===== config.mk =====
export PLATFORM = sky130hd
export DESIGN_NAME = windowed_delta_bitpack_coder_core
export DESIGN_NICKNAME = d
export VERILOG_FILES = /design/src/design/wdbc_pkg.sv /design/src/design/wdbc_sub.sv /design/src/design/windowed_delta_bitpack_coder_core.sv
export SDC_FILE = /design/constraint.sdc
export NUM_CORES = 1
export LEC_CHECK = 0
export ABC_CLOCK_PERIOD_IN_PS = 12800
export BUFFER_PORTS_ARGS = -buffer_cell sky130_fd_sc_hd__buf_2
export CAP_MARGIN = 20
export CELL_PAD_IN_SITES_DETAIL_PLACEMENT = 1
export CELL_PAD_IN_SITES_GLOBAL_PLACEMENT = 2
export CORE_AREA = 3 3 384 386
export CTS_CLUSTER_DIAMETER = 100
export DETAILED_ROUTE_END_ITERATION = 8
export DIE_AREA = 0 0 387 389
export MAX_ROUTING_LAYER = met4
export PLACE_DENSITY_LB_ADDON = 0.1
export SKIP_LAST_GASP = 1
export SLEW_MARGIN = 20
export SYNTH_ARGS = -nofsm -noshare
export SYNTH_HDL_FRONTEND = slang
export SYNTH_SLANG_ARGS = --single-unit

===== constraint.sdc =====
create_clock -name clk_i -period 12.8 [get_ports clk_i]
set_input_delay 3.2 -clock clk_i [delete_from_list [all_inputs] [get_ports clk_i]]
set_output_delay 3.2 -clock clk_i [all_outputs]
set_load 0.01 [all_outputs]

===== src/design/wdbc_pkg.sv =====
// Package for the windowed delta bit-packing coder.
// Holds sizes, register index codes and the bit-length and masking helpers.
// Used by wdbc_sub and windowed_delta_bitpack_coder_core.
`default_nettype none

package wdbc_pkg;

  localparam int WINDOW_MAX = 16;
  localparam int SAMPLE_W   = 32;
  localparam int CNT_W      = $clog2(WINDOW_MAX + 1);
  localparam int ADDR_W     = $clog2(WINDOW_MAX);
  localparam int BITS_W     = 6;

  localparam logic [1:0] REG_WIN_LEN    = 2'd0;
  localparam logic [1:0] REG_VALUE_BITS = 2'd1;
  localparam logic [1:0] REG_GAP_SKIP   = 2'd2;
  localparam logic [1:0] REG_GAP_FILL   = 2'd3;

  typedef logic [SAMPLE_W-1:0] word_t;

  function automatic logic [BITS_W-1:0] bit_len(input word_t x);
    logic [BITS_W-1:0] n;
    n = '0;
    for (int i = 0; i < SAMPLE_W; i++) begin
      if (x[i]) begin
        n = BITS_W'(i + 1);
      end
    end
    return n;
  endfunction

  function automatic word_t low_bits(input word_t x, input logic [BITS_W-1:0] bits);
    word_t m;
    if (bits >= BITS_W'(SAMPLE_W)) begin
      m = '1;
    end else begin
      m = ~({SAMPLE_W{1'b1}} << bits);
    end
    return x & m;
  endfunction

endpackage

`default_nettype wire


===== src/design/wdbc_sub.sv =====
// Shared subtractor of the windowed delta bit-packing coder.
// Gives the wrapping difference and a signed or unsigned less-than flag.
// Depends on wdbc_pkg.
`default_nettype none

module wdbc_sub (
  input  wire wdbc_pkg::word_t a_i,
  input  wire wdbc_pkg::word_t b_i,
  input  wire logic            signed_i,
  output wdbc_pkg::word_t      diff_o,
  output logic                 lt_o
);

  wdbc_pkg::word_t           flip;
  logic [wdbc_pkg::SAMPLE_W:0] full;

  assign flip = signed_i ? {1'b1, {(wdbc_pkg::SAMPLE_W-1){1'b0}}} : '0;
  assign full = {1'b0, a_i ^ flip} - {1'b0, b_i ^ flip};
  assign diff_o = full[wdbc_pkg::SAMPLE_W-1:0];
  assign lt_o   = full[wdbc_pkg::SAMPLE_W];

endmodule

`default_nettype wire


===== src/design/windowed_delta_bitpack_coder_core.sv =====
// Top level of the windowed delta bit-packing coder.
// Uses wdbc_pkg and the shared subtractor wdbc_sub.
// Holds the delta memory, the sequencer and the output register.
`default_nettype none

// The block takes one sample item at a time and is not ready while it works on it. An
// item that flushes nothing is accepted and decided on, then goes through the delta
// and the store, or the raw first value; a skipped gap ends after the decision. A flush
// of the deltas makes two passes over the delta memory, for the minimum and for the
// offset width, then gives the sign, magnitude and width chunks, and then reads and
// gives every offset chunk; the offset chunks are left out when all offsets are zero.
// All data arithmetic goes through one shared 32-bit subtractor and the delta memory
// has one registered read port. Result chunks leave through an output register, so a
// waiting chunk stalls the sequencer only when it needs to place the next one.
module windowed_delta_bitpack_coder_core (
  input  wire logic                          clk_i,
  input  wire logic                          rst_ni,
  input  wire logic                          in_valid_i,
  output logic                               in_ready_o,
  input  wire logic [31:0]                   sample_i,
  input  wire logic                          is_gap_i,
  input  wire logic                          column_end_i,
  output logic                               out_valid_o,
  input  wire logic                          out_ready_i,
  output logic [31:0]                        chunk_value_o,
  output logic [5:0]                         chunk_bits_o,
  output logic                               run_last_o,
  input  wire logic                          cfg_valid_i,
  output logic                               cfg_ready_o,
  input  wire logic [1:0]                    cfg_index_i,
  input  wire logic [31:0]                   cfg_data_i
);

  localparam int CW = wdbc_pkg::CNT_W;
  localparam int AW = wdbc_pkg::ADDR_W;
  localparam int BW = wdbc_pkg::BITS_W;

  localparam logic [3:0] ST_IDLE   = 4'd0;
  localparam logic [3:0] ST_DECIDE = 4'd1;
  localparam logic [3:0] ST_RAW    = 4'd2;
  localparam logic [3:0] ST_DELTA  = 4'd3;
  localparam logic [3:0] ST_STORE  = 4'd4;
  localparam logic [3:0] ST_FMIN   = 4'd5;
  localparam logic [3:0] ST_FSIGN  = 4'd6;
  localparam logic [3:0] ST_FMAG   = 4'd7;
  localparam logic [3:0] ST_FOR    = 4'd8;
  localparam logic [3:0] ST_FSIG   = 4'd9;
  localparam logic [3:0] ST_FRD    = 4'd10;
  localparam logic [3:0] ST_FOFF   = 4'd11;

  logic [3:0] state_q, state_d;

  logic [4:0]            ws_q;
  logic [BW-1:0]         vb_q;
  logic                  mask_q;
  wdbc_pkg::word_t       nodata_q;

  wdbc_pkg::word_t       v_q, v_d;
  logic                  act_q, act_d;
  logic                  end_q, end_d;

  wdbc_pkg::word_t       prior_q, prior_d;
  logic                  seen_q, seen_d;
  logic [CW-1:0]         cnt_q, cnt_d;
  logic [CW-1:0]         idx_q, idx_d;
  logic                  pv_q, pv_d;
  logic                  first_q, first_d;
  logic                  pre_q, pre_d;
  wdbc_pkg::word_t       d_q, d_d;
  wdbc_pkg::word_t       minv_q, minv_d;
  wdbc_pkg::word_t       mag_q, mag_d;
  wdbc_pkg::word_t       or_q, or_d;
  logic [BW-1:0]         sig_q, sig_d;

  wdbc_pkg::word_t       mem_q [wdbc_pkg::WINDOW_MAX];
  wdbc_pkg::word_t       rd_q;
  logic                  mem_we;

  wdbc_pkg::word_t       alu_a, alu_b, alu_diff;
  logic                  alu_sgn, alu_lt;

  logic                  out_valid_q;
  wdbc_pkg::word_t       out_value_q;
  logic [BW-1:0]         out_bits_q;
  logic                  out_last_q;

  logic                  slot, emit_req, emit_fire, emit_last;
  wdbc_pkg::word_t       emit_val;
  logic [BW-1:0]         emit_bits;

  logic [BW-1:0]         evb, cwid, sig_now;
  logic [CW-1:0]         ews, idx_nx;
  logic                  flush_last, neg_min, in_fire;

  assign in_ready_o  = (state_q == ST_IDLE);
  assign cfg_ready_o = 1'b1;
  assign in_fire     = in_valid_i && in_ready_o;

  assign evb  = (vb_q == '0) ? BW'(1) : ((vb_q > BW'(32)) ? BW'(32) : vb_q);
  assign ews  = (ws_q == '0) ? CW'(1) :
                ((CW'(ws_q) > CW'(wdbc_pkg::WINDOW_MAX)) ? CW'(wdbc_pkg::WINDOW_MAX)
                                                        : CW'(ws_q));
  assign cwid = wdbc_pkg::bit_len(wdbc_pkg::word_t'(evb));
  assign sig_now    = wdbc_pkg::bit_len(or_q);
  assign flush_last = pre_q ? !end_q : 1'b1;
  assign neg_min    = !(!minv_q[wdbc_pkg::SAMPLE_W-1] && (minv_q != '0));
  assign idx_nx     = idx_q + CW'(1);
  assign slot       = !out_valid_q || out_ready_i;
  assign emit_fire  = emit_req && slot;

  always_comb begin
    alu_a   = rd_q;
    alu_b   = minv_q;
    alu_sgn = 1'b0;
    unique case (state_q)
      ST_DELTA: begin
        alu_a = v_q;
        alu_b = prior_q;
      end
      ST_FMIN: begin
        alu_sgn = 1'b1;
      end
      ST_FSIGN: begin
        alu_a = '0;
      end
      default: begin
      end
    endcase
  end

  wdbc_sub u_sub (
    .a_i      (alu_a),
    .b_i      (alu_b),
    .signed_i (alu_sgn),
    .diff_o   (alu_diff),
    .lt_o     (alu_lt)
  );

  always_comb begin
    emit_req  = 1'b0;
    emit_val  = '0;
    emit_bits = '0;
    emit_last = 1'b0;
    unique case (state_q)
      ST_RAW: begin
        emit_req  = 1'b1;
        emit_val  = wdbc_pkg::low_bits(v_q, evb);
        emit_bits = evb;
        emit_last = !(end_q && (cnt_q != '0));
      end
      ST_FSIGN: begin
        emit_req  = 1'b1;
        emit_val  = wdbc_pkg::word_t'(neg_min);
        emit_bits = BW'(1);
        emit_last = 1'b0;
      end
      ST_FMAG: begin
        emit_req  = 1'b1;
        emit_val  = wdbc_pkg::low_bits(mag_q, evb);
        emit_bits = evb;
        emit_last = 1'b0;
      end
      ST_FSIG: begin
        emit_req  = 1'b1;
        emit_val  = wdbc_pkg::low_bits(wdbc_pkg::word_t'(sig_now), cwid);
        emit_bits = cwid;
        emit_last = (sig_now == '0) && flush_last;
      end
      ST_FOFF: begin
        emit_req  = 1'b1;
        emit_val  = wdbc_pkg::low_bits(alu_diff, sig_q);
        emit_bits = sig_q;
        emit_last = (idx_nx == cnt_q) && flush_last;
      end
      default: begin
      end
    endcase
  end

  always_comb begin
    state_d = state_q;
    v_d     = v_q;
    act_d   = act_q;
    end_d   = end_q;
    prior_d = prior_q;
    seen_d  = seen_q;
    cnt_d   = cnt_q;
    idx_d   = idx_q;
    pv_d    = 1'b0;
    first_d = first_q;
    pre_d   = pre_q;
    d_d     = d_q;
    minv_d  = minv_q;
    mag_d   = mag_q;
    or_d    = or_q;
    sig_d   = sig_q;
    mem_we  = 1'b0;
    unique case (state_q)
      ST_IDLE: begin
        if (in_fire) begin
          v_d     = is_gap_i ? nodata_q : sample_i;
          act_d   = !(is_gap_i && mask_q);
          end_d   = column_end_i;
          state_d = ST_DECIDE;
        end
      end
      ST_DECIDE: begin
        if (act_q && !seen_q) begin
          state_d = ST_RAW;
        end else if (act_q) begin
          state_d = ST_DELTA;
        end else if (end_q && (cnt_q != '0)) begin
          pre_d   = 1'b0;
          idx_d   = '0;
          first_d = 1'b1;
          state_d = ST_FMIN;
        end else begin
          if (end_q) begin
            seen_d  = 1'b0;
            prior_d = '0;
            cnt_d   = '0;
          end
          state_d = ST_IDLE;
        end
      end
      ST_RAW: begin
        if (emit_fire) begin
          seen_d  = 1'b1;
          prior_d = v_q;
          if (end_q) begin
            seen_d  = 1'b0;
            prior_d = '0;
            cnt_d   = '0;
          end
          state_d = ST_IDLE;
        end
      end
      ST_DELTA: begin
        d_d = alu_diff;
        if (cnt_q >= ews) begin
          pre_d   = 1'b1;
          idx_d   = '0;
          first_d = 1'b1;
          state_d = ST_FMIN;
        end else begin
          state_d = ST_STORE;
        end
      end
      ST_STORE: begin
        mem_we  = 1'b1;
        cnt_d   = cnt_q + CW'(1);
        prior_d = v_q;
        if (end_q) begin
          pre_d   = 1'b0;
          idx_d   = '0;
          first_d = 1'b1;
          state_d = ST_FMIN;
        end else begin
          state_d = ST_IDLE;
        end
      end
      ST_FMIN: begin
        if (idx_q < cnt_q) begin
          pv_d  = 1'b1;
          idx_d = idx_nx;
        end
        if (pv_q) begin
          first_d = 1'b0;
          if (first_q || alu_lt) begin
            minv_d = rd_q;
          end
        end
        if ((idx_q == cnt_q) && !pv_q) begin
          state_d = ST_FSIGN;
        end
      end
      ST_FSIGN: begin
        mag_d = neg_min ? alu_diff : minv_q;
        if (emit_fire) begin
          state_d = ST_FMAG;
        end
      end
      ST_FMAG: begin
        if (emit_fire) begin
          idx_d   = '0;
          or_d    = '0;
          state_d = ST_FOR;
        end
      end
      ST_FOR: begin
        if (idx_q < cnt_q) begin
          pv_d  = 1'b1;
          idx_d = idx_nx;
        end
        if (pv_q) begin
          or_d = or_q | alu_diff;
        end
        if ((idx_q == cnt_q) && !pv_q) begin
          state_d = ST_FSIG;
        end
      end
      ST_FSIG: begin
        if (emit_fire) begin
          sig_d = sig_now;
          idx_d = '0;
          if (sig_now != '0) begin
            state_d = ST_FRD;
          end else begin
            cnt_d = '0;
            if (pre_q) begin
              state_d = ST_STORE;
            end else begin
              seen_d  = 1'b0;
              prior_d = '0;
              state_d = ST_IDLE;
            end
          end
        end
      end
      ST_FRD: begin
        state_d = ST_FOFF;
      end
      ST_FOFF: begin
        if (emit_fire) begin
          idx_d = idx_nx;
          if (idx_nx == cnt_q) begin
            cnt_d = '0;
            if (pre_q) begin
              state_d = ST_STORE;
            end else begin
              seen_d  = 1'b0;
              prior_d = '0;
              state_d = ST_IDLE;
            end
          end else begin
            state_d = ST_FRD;
          end
        end
      end
      default: begin
        state_d = ST_IDLE;
      end
    endcase
  end

  always_ff @(posedge clk_i) begin
    if (mem_we) begin
      mem_q[cnt_q[AW-1:0]] <= d_q;
    end
    rd_q <= mem_q[idx_q[AW-1:0]];
  end

  always_ff @(posedge clk_i or negedge rst_ni) begin
    if (!rst_ni) begin
      ws_q     <= 5'd16;
      vb_q     <= BW'(32);
      mask_q   <= 1'b0;
      nodata_q <= '0;
    end else if (cfg_valid_i && cfg_ready_o) begin
      unique case (cfg_index_i)
        wdbc_pkg::REG_WIN_LEN:    ws_q     <= cfg_data_i[4:0];
        wdbc_pkg::REG_VALUE_BITS: vb_q     <= cfg_data_i[BW-1:0];
        wdbc_pkg::REG_GAP_SKIP:   mask_q   <= cfg_data_i[0];
        wdbc_pkg::REG_GAP_FILL:   nodata_q <= cfg_data_i;
        default: begin
        end
      endcase
    end
  end

  always_ff @(posedge clk_i or negedge rst_ni) begin
    if (!rst_ni) begin
      state_q     <= ST_IDLE;
      prior_q     <= '0;
      seen_q      <= 1'b0;
      cnt_q       <= '0;
      idx_q       <= '0;
      pv_q        <= 1'b0;
      first_q     <= 1'b0;
      pre_q       <= 1'b0;
      act_q       <= 1'b0;
      end_q       <= 1'b0;
      out_valid_q <= 1'b0;
    end else begin
      state_q <= state_d;
      prior_q <= prior_d;
      seen_q  <= seen_d;
      cnt_q   <= cnt_d;
      idx_q   <= idx_d;
      pv_q    <= pv_d;
      first_q <= first_d;
      pre_q   <= pre_d;
      act_q   <= act_d;
      end_q   <= end_d;
      if (emit_fire) begin
        out_valid_q <= 1'b1;
      end else if (out_ready_i) begin
        out_valid_q <= 1'b0;
      end
    end
  end

  always_ff @(posedge clk_i) begin
    v_q    <= v_d;
    d_q    <= d_d;
    minv_q <= minv_d;
    mag_q  <= mag_d;
    or_q   <= or_d;
    sig_q  <= sig_d;
    if (emit_fire) begin
      out_value_q <= emit_val;
      out_bits_q  <= emit_bits;
      out_last_q  <= emit_last;
    end
  end

  assign out_valid_o   = out_valid_q;
  assign chunk_value_o = out_value_q;
  assign chunk_bits_o  = out_bits_q;
  assign run_last_o    = out_last_q;

endmodule

`default_nettype wire


Word level (Yosys, flattened, before mapping):

Memory sizes are Yosys's and may differ from the RTL's. A register that Yosys moved wholly into a read port is not among the register bits.
Cells that the tools add are included.

* flip-flop bits (word level): 302
* bits in writable memories: 512
* input bits: 73
* output and inout bits: 42
* logic and storage cells: 279
* memories: 1

* add/subtract/negate cells: 3
* order comparisons: 7
* equality and inequality tests: 37
* shift-type cells: 3
* multiplexer cells: 141
* bitwise logic cells: 10
* reduce and logical (&&, ||, !) cells: 53

Memories
* mem_q: depth 16, width 32, read ports 1, clocked after memory_dff 1, wr ports 1, line windowed_delta_bitpack_coder_core.sv:75 `wdbc_pkg::word_t mem_q [wdbc_pkg::WINDOW_MAX];`

Operator list (number)
* 2-to-1 mux 32 bit: 24
* one-hot mux 32 bit (5 select lines): 2
* 2-to-1 mux 6 bit: 35
* one-hot mux 32 bit (2 select lines): 2
* bitwise AND 32 bit: 3
* NOT 32 bit: 3
* << shifter 32 x 6 -> 32 bit, first input constant: 3
* 2-to-1 mux 5 bit: 19
* XOR 32 bit: 2
* one-hot mux 4 bit (12 select lines): 1
* 2-to-1 mux 4 bit: 10
* != test 2 bit, second input constant: 18
* 2-to-1 mux 1 bit: 33
* subtractor 32 x 32 -> 33 bit: 1
* bitwise AND 6 x 32 -> 32 bit: 1
* OR 32 bit: 1
* nonzero test 32 bit: 1
* one-hot mux 5 bit (6 select lines): 1
* one-hot mux 5 bit (5 select lines): 1
* one-hot mux 6 bit (4 select lines): 1
* AND reduction 10 bit: 2
* greater-or-equal comparator 6 bit, second input constant: 3
* 2-to-1 mux 3 bit: 6
* AND reduction 9 bit: 2
* 35 further kinds: 79

Depth between registers and ports, before layout:

Gate-level depths: netlist (run 1).

* depth after elaboration: 36
* gate-level depth with buffers: 19
* mapped depth without buffers: 17

Cells and area by module:

Synthesis (run 1) repeated with hierarchy kept, for this count alone.

* cells, all modules: 2250
* area, all modules: 36283.5 µm²

Modules (own cells, without submodules)
* windowed_delta_bitpack_coder_core: times used 1, cells an instance 1974, area an instance 34389.2 µm², sequential area each 24601.1 µm²
* wdbc_sub: times used 1, cells an instance 276, area an instance 1894.3 µm², sequential area each 0.0 µm²

Worst setup path after synthesis (run 1):

Ideal clock, no wire load.

* path kind: register to register
* from: register state_q[3]
* to: register minv_q[0], enable pin
* library setup time: 511 ps
* arrival time: 9956 ps
* data required time: 12289 ps
* setup slack: 2333 ps
* cell stages (with the launch flop): 20
* path buffers: 2
* clock period less this slack: 10467 ps
* path through: dfrtp_1 > inv_1 > ha_1 > clkbuf_1 > inv_1 > nor3_1 > nor2_1 > clkbuf_1 > a22oi_1 > ha_1 > inv_1 > fa_1 > a211o_1 > a2111oi_2 > o21bai_1 > o2111ai_1 > a21oi_1 > o31a_1 > o21a_1 > o41ai_1

* cells in the longest elaborated chain, start to end: 7
* elaborated cells on any way between the ends: 12
* those cells by class: 1 x add/sub; 3 x eq/ne; 4 x mux; 2 x bitwise; 2 x reduce/logical

Ends and longest elaborated chain
* start: declaration: line windowed_delta_bitpack_coder_core.sv:51 `logic [3:0] state_q, state_d;`
* start signal: assignment: line windowed_delta_bitpack_coder_core.sv:385 `state_q <= state_d;`
* equality test 4 x 3 -> 1 bit: line windowed_delta_bitpack_coder_core.sv:115, windowed_delta_bitpack_coder_core.sv:198
* 2-to-1 mux 1 bit: line windowed_delta_bitpack_coder_core.sv:115 `unique case (state_q)`
* 2-to-1 mux 32 bit: line wdbc_sub.sv:17 `assign flip = signed_i ? {1'b1, {(wdbc_pkg::SAMPLE_W-1){1'b0}}} : '0;`
* XOR 32 bit: line wdbc_sub.sv:18 `assign full = {1'b0, a_i ^ flip} - {1'b0, b_i ^ flip};`
* subtractor 32 x 32 -> 33 bit: line wdbc_sub.sv:18
* logical OR 1 bit: line windowed_delta_bitpack_coder_core.sv:269 `if (first_q || alu_lt) begin`
* AND reduction 3 bit (no line) *
* end signal: assignment: line windowed_delta_bitpack_coder_core.sv:406 `minv_q <= minv_d;`
* end: declaration: line windowed_delta_bitpack_coder_core.sv:70 `wdbc_pkg::word_t minv_q, minv_d;`

Every way passes the cells marked *; elsewhere a longest branch is shown, timed or not.
A chain may end at the register's enable or synchronous reset.

Final worst setup path (run 1):

* from: register state_q[2]
* to: register minv_q[2], enable pin

The elaborated chain is that of the path after synthesis.

==> results by group, run 1 <==
Timing
  – Max Slew Vio Count: 0
  – Fin Hold WS: 457.2 ps
  – Tmin final: 6685 ps
  – Unrepaired setup endpoints after global routing: false
  – Setup Skew: 32.76 ps
  – Final hold vios: 0
  – Final setup viols: 0
  – Period utilisation layout: 0.5222
  – Setup TNS: 0 ps
  – Slew margin rel.: 0.2111
  – Fmax: 149.6 MHz
  – Slew @ Worst Pin: 1171 ps

Power and ir drop
  – Leak: 14.23 nW
  – Pwr Density: 213.6 nW/um^2
  – VDD IR-drop max: 127.7 uV
  – Tot Pwr: 9.051 mW

Critical path
  – Critical-path maximum fanout: 63
  – Worst Path Required: 13160 ps
  – Reg2reg setup slack: 6120 ps
  – Crit end category: register
  – Path type of the worst setup path: reg -> reg
  – Arrival time at the worst endpoint: 7050 ps
  – Worst-path cell chain: inv_1 -> ha_1 -> nand3_1 -> inv_4 -> buf_4 -> mux2i_1 -> fa_1 -> a211o_1 -> a2111oi_2 -> o21bai_1 -> o2111ai_1 -> a21oi_1 -> o31a_1 -> o21a_1 -> o41ai_2 -> buf_4
  – Critical path launch point type: register
  – CP max stage delay: 840 ps
  – Crit-path most repeated cell: buf_4
  – Slowest cell on crit path: buf_4
  – CP Buf/Inv Count: 4
  – Family with the most delay on the worst path: compound AO/OA/AOI/OAI gates

Logic synthesis
  – Mapped Avg Cell Area: 16.07 um^2
  – Cell area after synthesis: 36060 um^2
  – Main synth FF type: edfxtp_1
  – Distinct cells, synth: 80
  – EDFF count, synth: 717
  – Ys Warns: 0
  – Seq cells post-synth: 846
  – Seq/Total Area, Yosys: 0.6822
  – Syn nets: 2368
  – Asr flop ratio synth: 0.1147
  – Instance count of the mapped netlist: 2244

Min path
  – Hold crit path type: reg -> reg

Global route
  – Antenna violations before repair: 2
  – First-pass GRT wire length: 172.8 mm
  – GRT Residual Overflow: 0
  – Number of global-route vias before repair: 22750
  – GRT Total Usage: 0.1636
  – Maximum number of pins on one net before global-route repair: 90

Drt
  – DRC Markers: 0
  – Post-route ant nets: 0
  – Vias: 20860
  – Vias per cell: 4.749
  – DR iter-0 viols: 1256
  – Drt total wl: 120.0 mm
  – DRT Pass-1 Iters: 5
  – WL/cell: 27.33 um

Die
  – I/O pins: 115
  – Die Wd: 387 um
  – Starting Density: 0.2507
  – Die height: 389 um
  – Die area: 150500 um^2
  – FP Rows: 139
  – Core Area: 143800 um^2

Clock tree
  – Total clock sinks: 846
  – CTS H-tree lvls: 3
  – CTS root buf: clkbuf_16
  – Clock tree buffer depth: 3
  – Clk_lat worst skew: 710 ps
  – CTS tree: built
  – Clk slew on worst S/H paths: 60 ps
  – CTS buffer count: 100
  – Post-CTS resize count: 0
  – Post-CTS setup buffer count: 0
  – Hold buffers post-CTS: 0

Placement
  – IO Port Bufs: 113
  – Detailed placement HPWL: 77.32 mm
  – Post-placement cell count: 4202
  – Gpl congestion: 0.8119

Cells and area
  – P&R area growth vs syn: 17.53%
  – Final std cells w/o fill: 4392
  – Commonest non-fill, non-tap cell in the layout: edfxtp_1
  – Total of fill cells in the finished design: 14880
  – Most frequent cells in the layout: edfxtp_1 (717), nand2_1 (179), mux4_2 (160)
  – Final core utilization: 0.2947
  – Share of cells above drive strength 1: 0.2420
  – Nets: 2525

Flow run
  – Max-Cap Viols: 0

Outcome
  – Status: finished clean
-- flip-flops by register name (all words and copies together), names as in the netlist, 5 cells and up --
register	count
chunk_value_o	32
d_q	32
sig_q	6
ws_q	5
idx_q	5
vb_q	6
mag_q	32
mem_q	512
nodata_q	32
prior_q	32
cnt_q	5
or_q	32
chunk_bits_o	6
v_q	32
rd_q	32
minv_q	32
-- cells in the mapped netlist (5+ instances only) --
library cell,count,area [um^2]
a211o_1,6,52.55
a211oi_1,9,67.56
a21o_1,15,112.6
a21oi_1,68,340.3
a221oi_1,5,43.79
a22o_1,36,315.3
a22oi_1,14,105.1
a31o_2,5,43.79
a31oi_1,15,93.84
and2_1,7,43.79
and3_1,5,31.28
buf_1,21,78.83
clkbuf_1,73,274.0
dfrtp_1,95,2377
dfxtp_1,32,640.6
edfxtp_1,717,21530
ha_1,50,625.6
inv_1,73,274.0
mux2_2,88,991.0
mux2i_1,71,710.7
mux4_2,160,3603
nand2_1,179,671.9
nand2b_1,13,81.33
nand3_1,22,110.1
nor2_1,154,578.1
nor2b_1,10,62.56
nor3_1,33,165.2
nor4_1,18,112.6
o211ai_1,19,142.6
o21a_1,20,150.1
o21ai_0,53,265.3
o21bai_1,8,60.06
o221ai_1,5,43.79
o22ai_1,6,37.54
o2bb2ai_1,6,52.55
o31ai_1,10,75.07
o41ai_1,8,70.07
or3_1,9,56.30
xnor2_1,20,175.2
xor2_1,9,78.83
-- cell type report --
class	count	area, um^2	area share
antenna	1	2.502	0.00005904
inverter	73	276.5	0.006524
multi-input combinational	1222	10940	0.2580
clock inverter	49	500.5	0.01181
timing repair buffer	158	918.4	0.02167
clock buffer	140	2754	0.06498
tap	1903	2381	0.05618
sequential	846	24610	0.5807
-- path summary, 6_finish.rpt --
path | startpoint | endpoint | cells past startpoint
worst max-delay path | state_q[2] | minv_q[2] | 16
worst min-delay path | rd_q[3] | minv_q[3] | 0
worst max register to register | state_q[2] | minv_q[2] | 16
worst min register to register | rd_q[3] | minv_q[3] | 0
max in group asynchronous | rst_ni | idx_q[1] | 2
min in group asynchronous | rst_ni | nodata_q[0] | 1
-- logic make-up (layout without fill, tap and decap cells) --
family / count (synthesis) / count (layout) / synth area share
compound gates: 352 / 352 / 0.06873
other cells: 1 / 2 / 0.0001040
xor+xnor: 29 / 29 / 0.007043
mux: 319 / 319 / 0.1471
fa+ha+maj: 51 / 51 / 0.01790
buf+inv: 176 / 420 / 0.01939
flops: 846 / 846 / 0.6822
simple gates: 470 / 470 / 0.05753
-- per-layer routing --
layer / part of all wire / track usage / up-vias / routed length, um
li1: - / - / 9133 / -
met4: 0.023 / 0.04667 / 0 / 2806
met1: 0.46 / 0.2128 / 11150 / 54880
met2: 0.48 / 0.2654 / 435 / 57700
met5: 0 / - / - / 0
met3: 0.039 / 0.02534 / 140 / 4637
-- stage by stage --
stage          instance area, um^2  setup WS, ps
2_1_floorplan                36060          2333
3_3_place_gp                 39110          6245
3_5_place_dp                 39120          6041
4_1_cts                      42370          5980
5_1_grt                      42380          5582
6_report                     42380          6115
-- power breakdown --
group          internal (mW)  switching, mW
logic                  0.881           1.51
clock network           1.63           1.19
registers               3.45          0.381
Power figures use the tool's default switching activity.
==> inputs of run 2 (changes only) <==
--- a/config.mk
+++ b/config.mk
@@ -5,15 +5,16 @@
 export SDC_FILE = /design/constraint.sdc
 export NUM_CORES = 1
 export LEC_CHECK = 0
-export ABC_CLOCK_PERIOD_IN_PS = 12800
+export ABC_AREA = 1
+export ABC_CLOCK_PERIOD_IN_PS = 6100
 export BUFFER_PORTS_ARGS = -buffer_cell sky130_fd_sc_hd__buf_2
 export CAP_MARGIN = 20
 export CELL_PAD_IN_SITES_DETAIL_PLACEMENT = 1
 export CELL_PAD_IN_SITES_GLOBAL_PLACEMENT = 2
-export CORE_AREA = 3 3 384 386
+export CORE_AREA = 3 3 388 390
 export CTS_CLUSTER_DIAMETER = 100
 export DETAILED_ROUTE_END_ITERATION = 8
-export DIE_AREA = 0 0 387 389
+export DIE_AREA = 0 0 391 393
 export MAX_ROUTING_LAYER = met4
 export PLACE_DENSITY_LB_ADDON = 0.1
 export SKIP_LAST_GASP = 1
==> constraint.sdc (replaced) <==
create_clock -name clk_i -period 6.1 [get_ports clk_i]
set_input_delay 1.525 -clock clk_i [delete_from_list [all_inputs] [get_ports clk_i]]
set_output_delay 1.525 -clock clk_i [all_outputs]
set_load 0.01 [all_outputs]
==> run 2 against run 1 <==
Count of clock-buffer cells in the layout down 7. Cell area increased by 1.6%. Setup slack got worse by 5100 ps. Worst hold slack lost 3.5 ps. Critical path depth grew 15. Fmax increased by 30%. Highest routed layer unchanged. Cell count rose by 20%. Non-clock buffer count grew 6. Die area up 2.1%. Flip-flop and latch count stayed put. Critical endpoint is now minv_q[7]. Via count up 21%. Critical path type unchanged.
==> results by group, run 2 <==
Die
  – Starting Density: 0.2492 (-0.001492)
  – FP Rows: 141 (+1.4%)
  – Core Area: 147500 um^2 (+2.5%)
  – Die height: 393 um (+1.0%)
  – I/O pins: 115 (unchanged)
  – Die Wd: 391 um (+1.0%)
  – Die area: 153700 um^2 (+2.1%)

Logic synthesis
  – Asr flop ratio synth: 0.1147 (unchanged)
  – Top cells by area, synth: edfxtp_1 (59%), dfrtp_1 (6.5%), nand2_1 (5.2%), o21ai_0 (4.7%), nor2_1 (3.3%)
  – Ys Warns: 0 (unchanged)
  – List of most frequent post-synthesis cells: edfxtp_1 (717), nand2_1 (509), o21ai_0 (348)
  – Seq cells post-synth: 846 (unchanged)
  – Mapped Avg Cell Area: 11.75 um^2 (-27%)
  – Instance count of the mapped netlist: 3128 (+39%)
  – Seq/Total Area, Yosys: 0.6693 (-0.01293)
  – Yosys top cell area share: 0.5857 (-0.01132)
  – Main synth FF type: edfxtp_1
  – Syn nets: 3252 (+37%)
  – Largest area contributor in the netlist: edfxtp_1
  – Distinct cells, synth: 61 (-24%)
  – Cell area after synthesis: 36760 um^2 (+1.9%)
  – EDFF count, synth: 717 (unchanged)
  – Top-count cell post-synth: edfxtp_1

Clock tree
  – Post-CTS setup buffer count: 0 (unchanged)
  – Clk slew on worst S/H paths: 60 ps (about the same)
  – Hold buffers post-CTS: 0 (unchanged)
  – CTS H-tree lvls: 3 (unchanged)
  – Post-CTS resize count: 0 (unchanged)
  – Total clock sinks: 846 (unchanged)
  – Clock tree buffer depth: 3 (unchanged)
  – CTS tree: built
  – Clk_lat worst skew: 710 ps (about the same)
  – CTS buffer count: 100 (unchanged)
  – CTS root buf: clkbuf_16

Timing
  – Fin worst setup slack: 974.7 ps (-5141 ps)
  – Max Slew Vio Count: 0 (unchanged)
  – Unrepaired setup endpoints after global routing: false
  – Slew margin rel.: 0.2204 (+0.009239)
  – Final hold vios: 0 (unchanged)
  – Final setup viols: 0 (unchanged)
  – Tmin final: 5125 ps (-1559 ps)
  – Setup TNS: 0 ps (unchanged)
  – Period utilisation layout: 0.8402 (+0.3180)
  – Fmax: 195.1 MHz (+30%)
  – Slew @ Worst Pin: 1169 ps (-1.483 ps)
  – Setup Skew: 32.42 ps (-0.3454 ps)

Drt
  – Vias per cell: 4.789 (+0.83%)
  – Vias: 25140 (+21%)
  – Post-route ant nets: 0 (unchanged)
  – DRT Pass-1 Iters: 5 (unchanged)
  – Drt total wl: 137.3 mm (+14%)
  – DR iter-0 viols: 1610 (+28%)
  – DRC Markers: 0 (unchanged)
  – WL/cell: 26.15 um (-4.3%)

Power and ir drop
  – Pwr Density: 434.2 nW/um^2 (+100%)
  – VDD IR-drop max: 237.9 uV (+86%)
  – Leak: 15.68 nW (+10%)

Critical path
  – Crit end category: register
  – Critical-path maximum fanout: 41 (-35%)
  – Worst Path Required: 6470 ps (-6690 ps)
  – Worst R2R Start: state_q[2]
  – Worst reg2reg endpoint: minv_q[7]
  – Path type of the worst setup path: reg -> reg
  – Worst R2R Path Depth: 31 (+15)
  – Reg2reg setup slack: 970 ps (-5140 ps)
  – Slowest cell on crit path: fa_1
  – Critical path launch point type: register
  – CP max stage delay: 470 ps (-370 ps)
  – Crit-path most repeated cell: nand2_2
  – Arrival time at the worst endpoint: 5500 ps (-1550 ps)

Cells and area
  – Area occupied by registers: 24610 um^2 (unchanged)
  – Share of cells above drive strength 1: 0.1311 (-0.1109)
  – P&R area growth vs syn: 17.18%
  – Commonest non-fill, non-tap cell in the layout: edfxtp_1
  – Most frequent cells in the layout: edfxtp_1 (717), nand2_1 (509), o21ai_0 (348)
  – Nets: 3357 (+33%)
  – Largest register FFs: 512 (unchanged)
  – Total of fill cells in the finished design: 16040 (+7.8%)
  – Multi-input gate area: 10750 um^2 (-1.7%)

Placement
  – Gpl congestion: 0.8521 (+5.0%)
  – IO Port Bufs: 113 (unchanged)
  – Detailed placement HPWL: 89.04 mm (+15%)
  – DP Worst Slack: 971.5 ps (-5070 ps)

Global route
  – GRT Total Usage: 0.1819 (+0.01829)
  – Antenna violations before repair: 11 (+9)
  – GRT Residual Overflow: 0 (unchanged)
  – First-pass GRT wire length: 196.6 mm (+14%)
  – Number of global-route vias before repair: 26990 (+19%)
  – Maximum number of pins on one net before global-route repair: 207 (+130%)

Flow run
  – Max-Cap Viols: 0 (unchanged)

Min path
  – Worst Hold Depth: 0 (unchanged)
  – Worst Min Path Start: rd_q[13]
  – Hold endpoint: minv_q[13]
  – Hold crit path type: reg -> reg

Outcome
  – Status: finished clean
==> run 2: changes by cell type in the layout (fill, tap and decap cells not counted), sizes merged, moves of 62 or more <==
cell	change
nand2	+352
o21ai	+304
nor2	+170
inv	+168
mux4	-160
o221ai	+92
mux2	-62
==> run 2: per-stage QoR <==
step / utilization / instance area, um^2 / hold WS [ps] / total power [mW] / std cells
after floorplan: - / 36770 / 408.6 / 10.57 / 3128
after global placement: 0.2692 / 39700 / 452.1 / 12.84 / 5059
after detailed placement: 0.2692 / 39700 / 447.1 / 12.92 / 5059
after CTS: 0.2917 / 43020 / 461.9 / 19.07 / 5246
after global routing: 0.2920 / 43070 / 484.7 / 19.76 / 5248
final: 0.2921 / 43080 / 453.8 / 18.70 / 5250
==> run 2: final cells by class <==
type,count,area share
timing repair buffer,164,0.02428
sequential,846,0.5714
multi-input combinational,1875,0.2495
inverter,246,0.02155
tap,1930,0.05606
antenna,2,0.0001162
clock inverter,54,0.01275
clock buffer,133,0.06428
==> run 2: worst max path at each step <==
stage                    start    endpoint  slack, ps  cells past startpoint
CTS                 state_q[2]  minv_q[11]        930                     31
global route        state_q[2]   minv_q[3]        570                     31
finish              state_q[2]   minv_q[7]        970                     31
floorplan           state_q[3]   minv_q[0]        210                     32
global placement    state_q[2]   minv_q[5]       1040                     33
detailed placement  state_q[2]   minv_q[5]        970                     31
==> run 2: routing by layer <==
metal,vias to the layer above,global-route usage,part of all wire
li1,11440,-,-
met1,13150,0.2437,0.46
met2,420,0.2973,0.48
met3,133,0.02290,0.038
met4,0,0.03630,0.014
met5,-,-,0
==> run 2: logic make-up after synthesis <==
kind of cell               Yosys count  synth area share
xor gates and xnor gates            37          0.009837
adders and majority gates           51           0.01756
and+or+nand+nor                   1013            0.1142
DFF                                846            0.6693
AOI/OAI and AO/OA                  651            0.1120
buffers and inverters              407           0.04299
muxes                              122           0.03411
other                                1         0.0001020
==> run 2: report_power, final <==
group          internal, mW  total [mW]  switching (mW)
registers              7.11        7.64           0.533
clock network          3.50        6.04            2.54
logic                  1.39        5.02            3.64
==> run 2: worst max-delay path: cells and delay by family (launching register included) <==
family | cells | cell delay (ps)
AOI/OAI and AO/OA | 9 | 1370
adders and majority gates | 3 | 850
buffers and inverters | 7 | 1040
DFF | 1 | 380
and+or+nand+nor | 12 | 1100
==> inputs of run 3 (changes only) <==
--- a/config.mk
+++ b/config.mk
@@ -5,16 +5,16 @@
 export SDC_FILE = /design/constraint.sdc
 export NUM_CORES = 1
 export LEC_CHECK = 0
-export ABC_AREA = 1
-export ABC_CLOCK_PERIOD_IN_PS = 6100
+export ABC_AREA = 0
+export ABC_CLOCK_PERIOD_IN_PS = 4800
 export BUFFER_PORTS_ARGS = -buffer_cell sky130_fd_sc_hd__buf_2
 export CAP_MARGIN = 20
 export CELL_PAD_IN_SITES_DETAIL_PLACEMENT = 1
 export CELL_PAD_IN_SITES_GLOBAL_PLACEMENT = 2
-export CORE_AREA = 3 3 388 390
+export CORE_AREA = 3 3 384 386
 export CTS_CLUSTER_DIAMETER = 100
 export DETAILED_ROUTE_END_ITERATION = 8
-export DIE_AREA = 0 0 391 393
+export DIE_AREA = 0 0 387 389
 export MAX_ROUTING_LAYER = met4
 export PLACE_DENSITY_LB_ADDON = 0.1
 export SKIP_LAST_GASP = 1
==> constraint.sdc (replaced) <==
create_clock -name clk_i -period 4.8 [get_ports clk_i]
set_input_delay 1.2 -clock clk_i [delete_from_list [all_inputs] [get_ports clk_i]]
set_output_delay 1.2 -clock clk_i [all_outputs]
set_load 0.01 [all_outputs]
==> run 3 against run 2 <==
Core utilization increased by 0.71 points. Critical path depth fell by 12. Combinational power increased by 43%. Count of clock-buffer cells in the layout fell by 5. Die area is 2.0% lower. Largest cell class unchanged. Largest power group unchanged. Highest routed layer unchanged.
==> results by group, run 3 (synthesis gave the netlist of run 1 again) <==
Drt
  – DR iter-0 viols: 1306 (-19%)
  – WL/cell: 27.00 um (+3.3%)
  – DRT Pass-1 Iters: 5 (unchanged)
  – DRC Markers: 0 (unchanged)
  – Vias: 21110 (-16%)
  – Drt total wl: 120.0 mm (-13%)
  – Post-route ant nets: 0 (unchanged)
  – Vias per cell: 4.749 (-0.83%)

Placement
  – DP Worst Slack: 44.00 ps (-927.5 ps)
  – Post-placement cell count: 4250 (-16%)
  – IO Port Bufs: 113 (unchanged)
  – Gpl congestion: 0.8349 (-2.0%)
  – Placed cell area: 39600 um^2 (-0.25%)
  – Detailed placement HPWL: 79.50 mm (-11%)

Clock tree
  – Clk slew on worst S/H paths: 60 ps (about the same)
  – Clock tree buffer depth: 3 (unchanged)
  – CTS H-tree lvls: 3 (unchanged)
  – CTS root buf: clkbuf_16
  – CTS tree: built
  – Total clock sinks: 846 (unchanged)
  – Clk_lat worst skew: 700 ps (about the same)
  – CTS buffer count: 99 (-1.0%)
  – Hold buffers post-CTS: 0 (unchanged)

Cells and area
  – Final core utilization: 0.2991 (+0.007070)
  – Share of cells above drive strength 1: 0.2677 (+0.1366)
  – Commonest non-fill, non-tap cell in the layout: edfxtp_1
  – Largest register FFs: 512 (unchanged)
  – Final std cells w/o fill: 4445 (-15%)
  – Nets: 2580 (-23%)
  – Cell area after layout: 43020 um^2 (-0.12%)
  – P&R area growth vs syn: 19.30%
  – Most frequent cells in the layout: edfxtp_1 (717), nand2_1 (179), mux4_2 (160)

Timing
  – Fmax: 214.6 MHz (+10%)
  – Period utilisation layout: 0.9709 (+0.1307)
  – Tmin final: 4660 ps (-464.8 ps)
  – Setup Skew: 28.83 ps (-3.593 ps)
  – Max Slew Vio Count: 0 (unchanged)
  – Fin worst setup slack: 139.5 ps (-835.2 ps)
  – Slew margin rel.: 0.3166 (+0.09623)
  – Final setup viols: 0 (unchanged)
  – Final hold vios: 0 (unchanged)
  – Fin Hold WS: 457.7 ps (+3.969 ps)
  – Slew @ Worst Pin: 1012 ps (-157.6 ps)

Min path
  – Hold crit path type: reg -> reg

Critical path
  – Path type of the worst setup path: reg -> reg
  – Critical-path maximum fanout: 8 (-80%)
  – Worst Path Required: 5210 ps (-1260 ps)
  – Critical path launch point type: register
  – Crit end category: register
  – Arrival time at the worst endpoint: 5070 ps (-430 ps)

Global route
  – Number of global-route vias before repair: 23060 (-15%)
  – First-pass GRT wire length: 173.1 mm (-12%)
  – Antenna violations before repair: 2 (-9)
  – GRT Total Usage: 0.1626 (-0.01924)
  – GRT Residual Overflow: 0 (unchanged)
  – Maximum number of pins on one net before global-route repair: 119 (-43%)

Power and ir drop
  – VDD IR-drop max: 254.6 uV (+7.0%)
  – Pwr Density: 575.7 nW/um^2 (+33%)
  – Leak: 14.56 nW (-7.1%)

Flow run
  – Max-Cap Viols: 0 (unchanged)

Die
  – Die height: 389 um (-1.0%)
  – Die area: 150500 um^2 (-2.0%)
  – Starting Density: 0.2507 (+0.001492)
  – FP Rows: 139 (-1.4%)
  – Core Area: 143800 um^2 (-2.5%)
  – I/O pins: 115 (unchanged)
  – Die Wd: 387 um (-1.0%)

Outcome
  – Status: finished clean
-- run 3: area by class of cell --
type,instances,area [um^2]
fill,14920,100800
multi-input combinational,1222,11040
inverter,73,281.5
clock inverter,57,555.5
sequential,846,24610
tap,1903,2381
timing repair buffer,214,1471
clock buffer,128,2676
antenna,2,5.005
-- run 3: metal layers --
metal	global-route usage	wire length (um)
met2	0.2599	57220
met3	0.02168	4310
met5	-	0
met1	0.2168	55480
met4	0.04724	3019
-- run 3: critical path: stages (launching register included) --
cell and delay, ps:
dfrtp_1 420, inv_2 100, ha_4 160, inv_6 50
nor3_4 220, nor2_4 90, a22oi_2 130, ha_2 220
inv_2 40, fa_2 360, a211o_4 370, a2111oi_4 420
o21bai_2 160, o2111ai_2 270, a21oi_2 100, o31a_1 300
o21a_4 240, o41ai_4 330, buf_4 230, buf_12 150
-- run 3: through the flow --
| step | setup TNS, ps | power [mW] |
|---|---|---|
| floorplan | -37970 | 14.04 |
| global placement | 0 | 17.36 |
| detailed placement | 0 | 17.39 |
| CTS | 0 | 25.15 |
| global route | -21.37 | 26.14 |
| finish | 0 | 24.77 |
-- run 3: power breakdown --
part	internal, mW	total, mW	switching (mW)	leakage, nW
clock network	4.33	7.51	3.18	1.57
registers	9.21	10.1	0.876	7.98
logic	2.77	7.17	4.41	5.01
total	16.3	24.8	8.47	14.6
-- run 3: path summary, 6_finish.rpt --
path	end	from	slack, ps	cells after the start
min in group asynchronous	mask_q	rst_ni	530	1
hold reg to reg	minv_q[20]	rd_q[20]	460	0
hold / removal	minv_q[20]	rd_q[20]	460	0
setup / recovery	minv_q[19]	state_q[3]	140	19
setup reg to reg	minv_q[19]	state_q[3]	140	19
max in group asynchronous	prior_q[6]	rst_ni	3220	2
-- run 3: timing repair --
| item | CTS | global route |
|---|---|---|
| gates cloned | 0 | 3 |
| setup endpoints to repair | 2 | 49 |
| gates resized for setup | 1 | 19 |
| endpoints found under the hold margin | 0 | 0 |
| setup buffers | 0 | 5 |
| pin swaps | 0 | 3 |
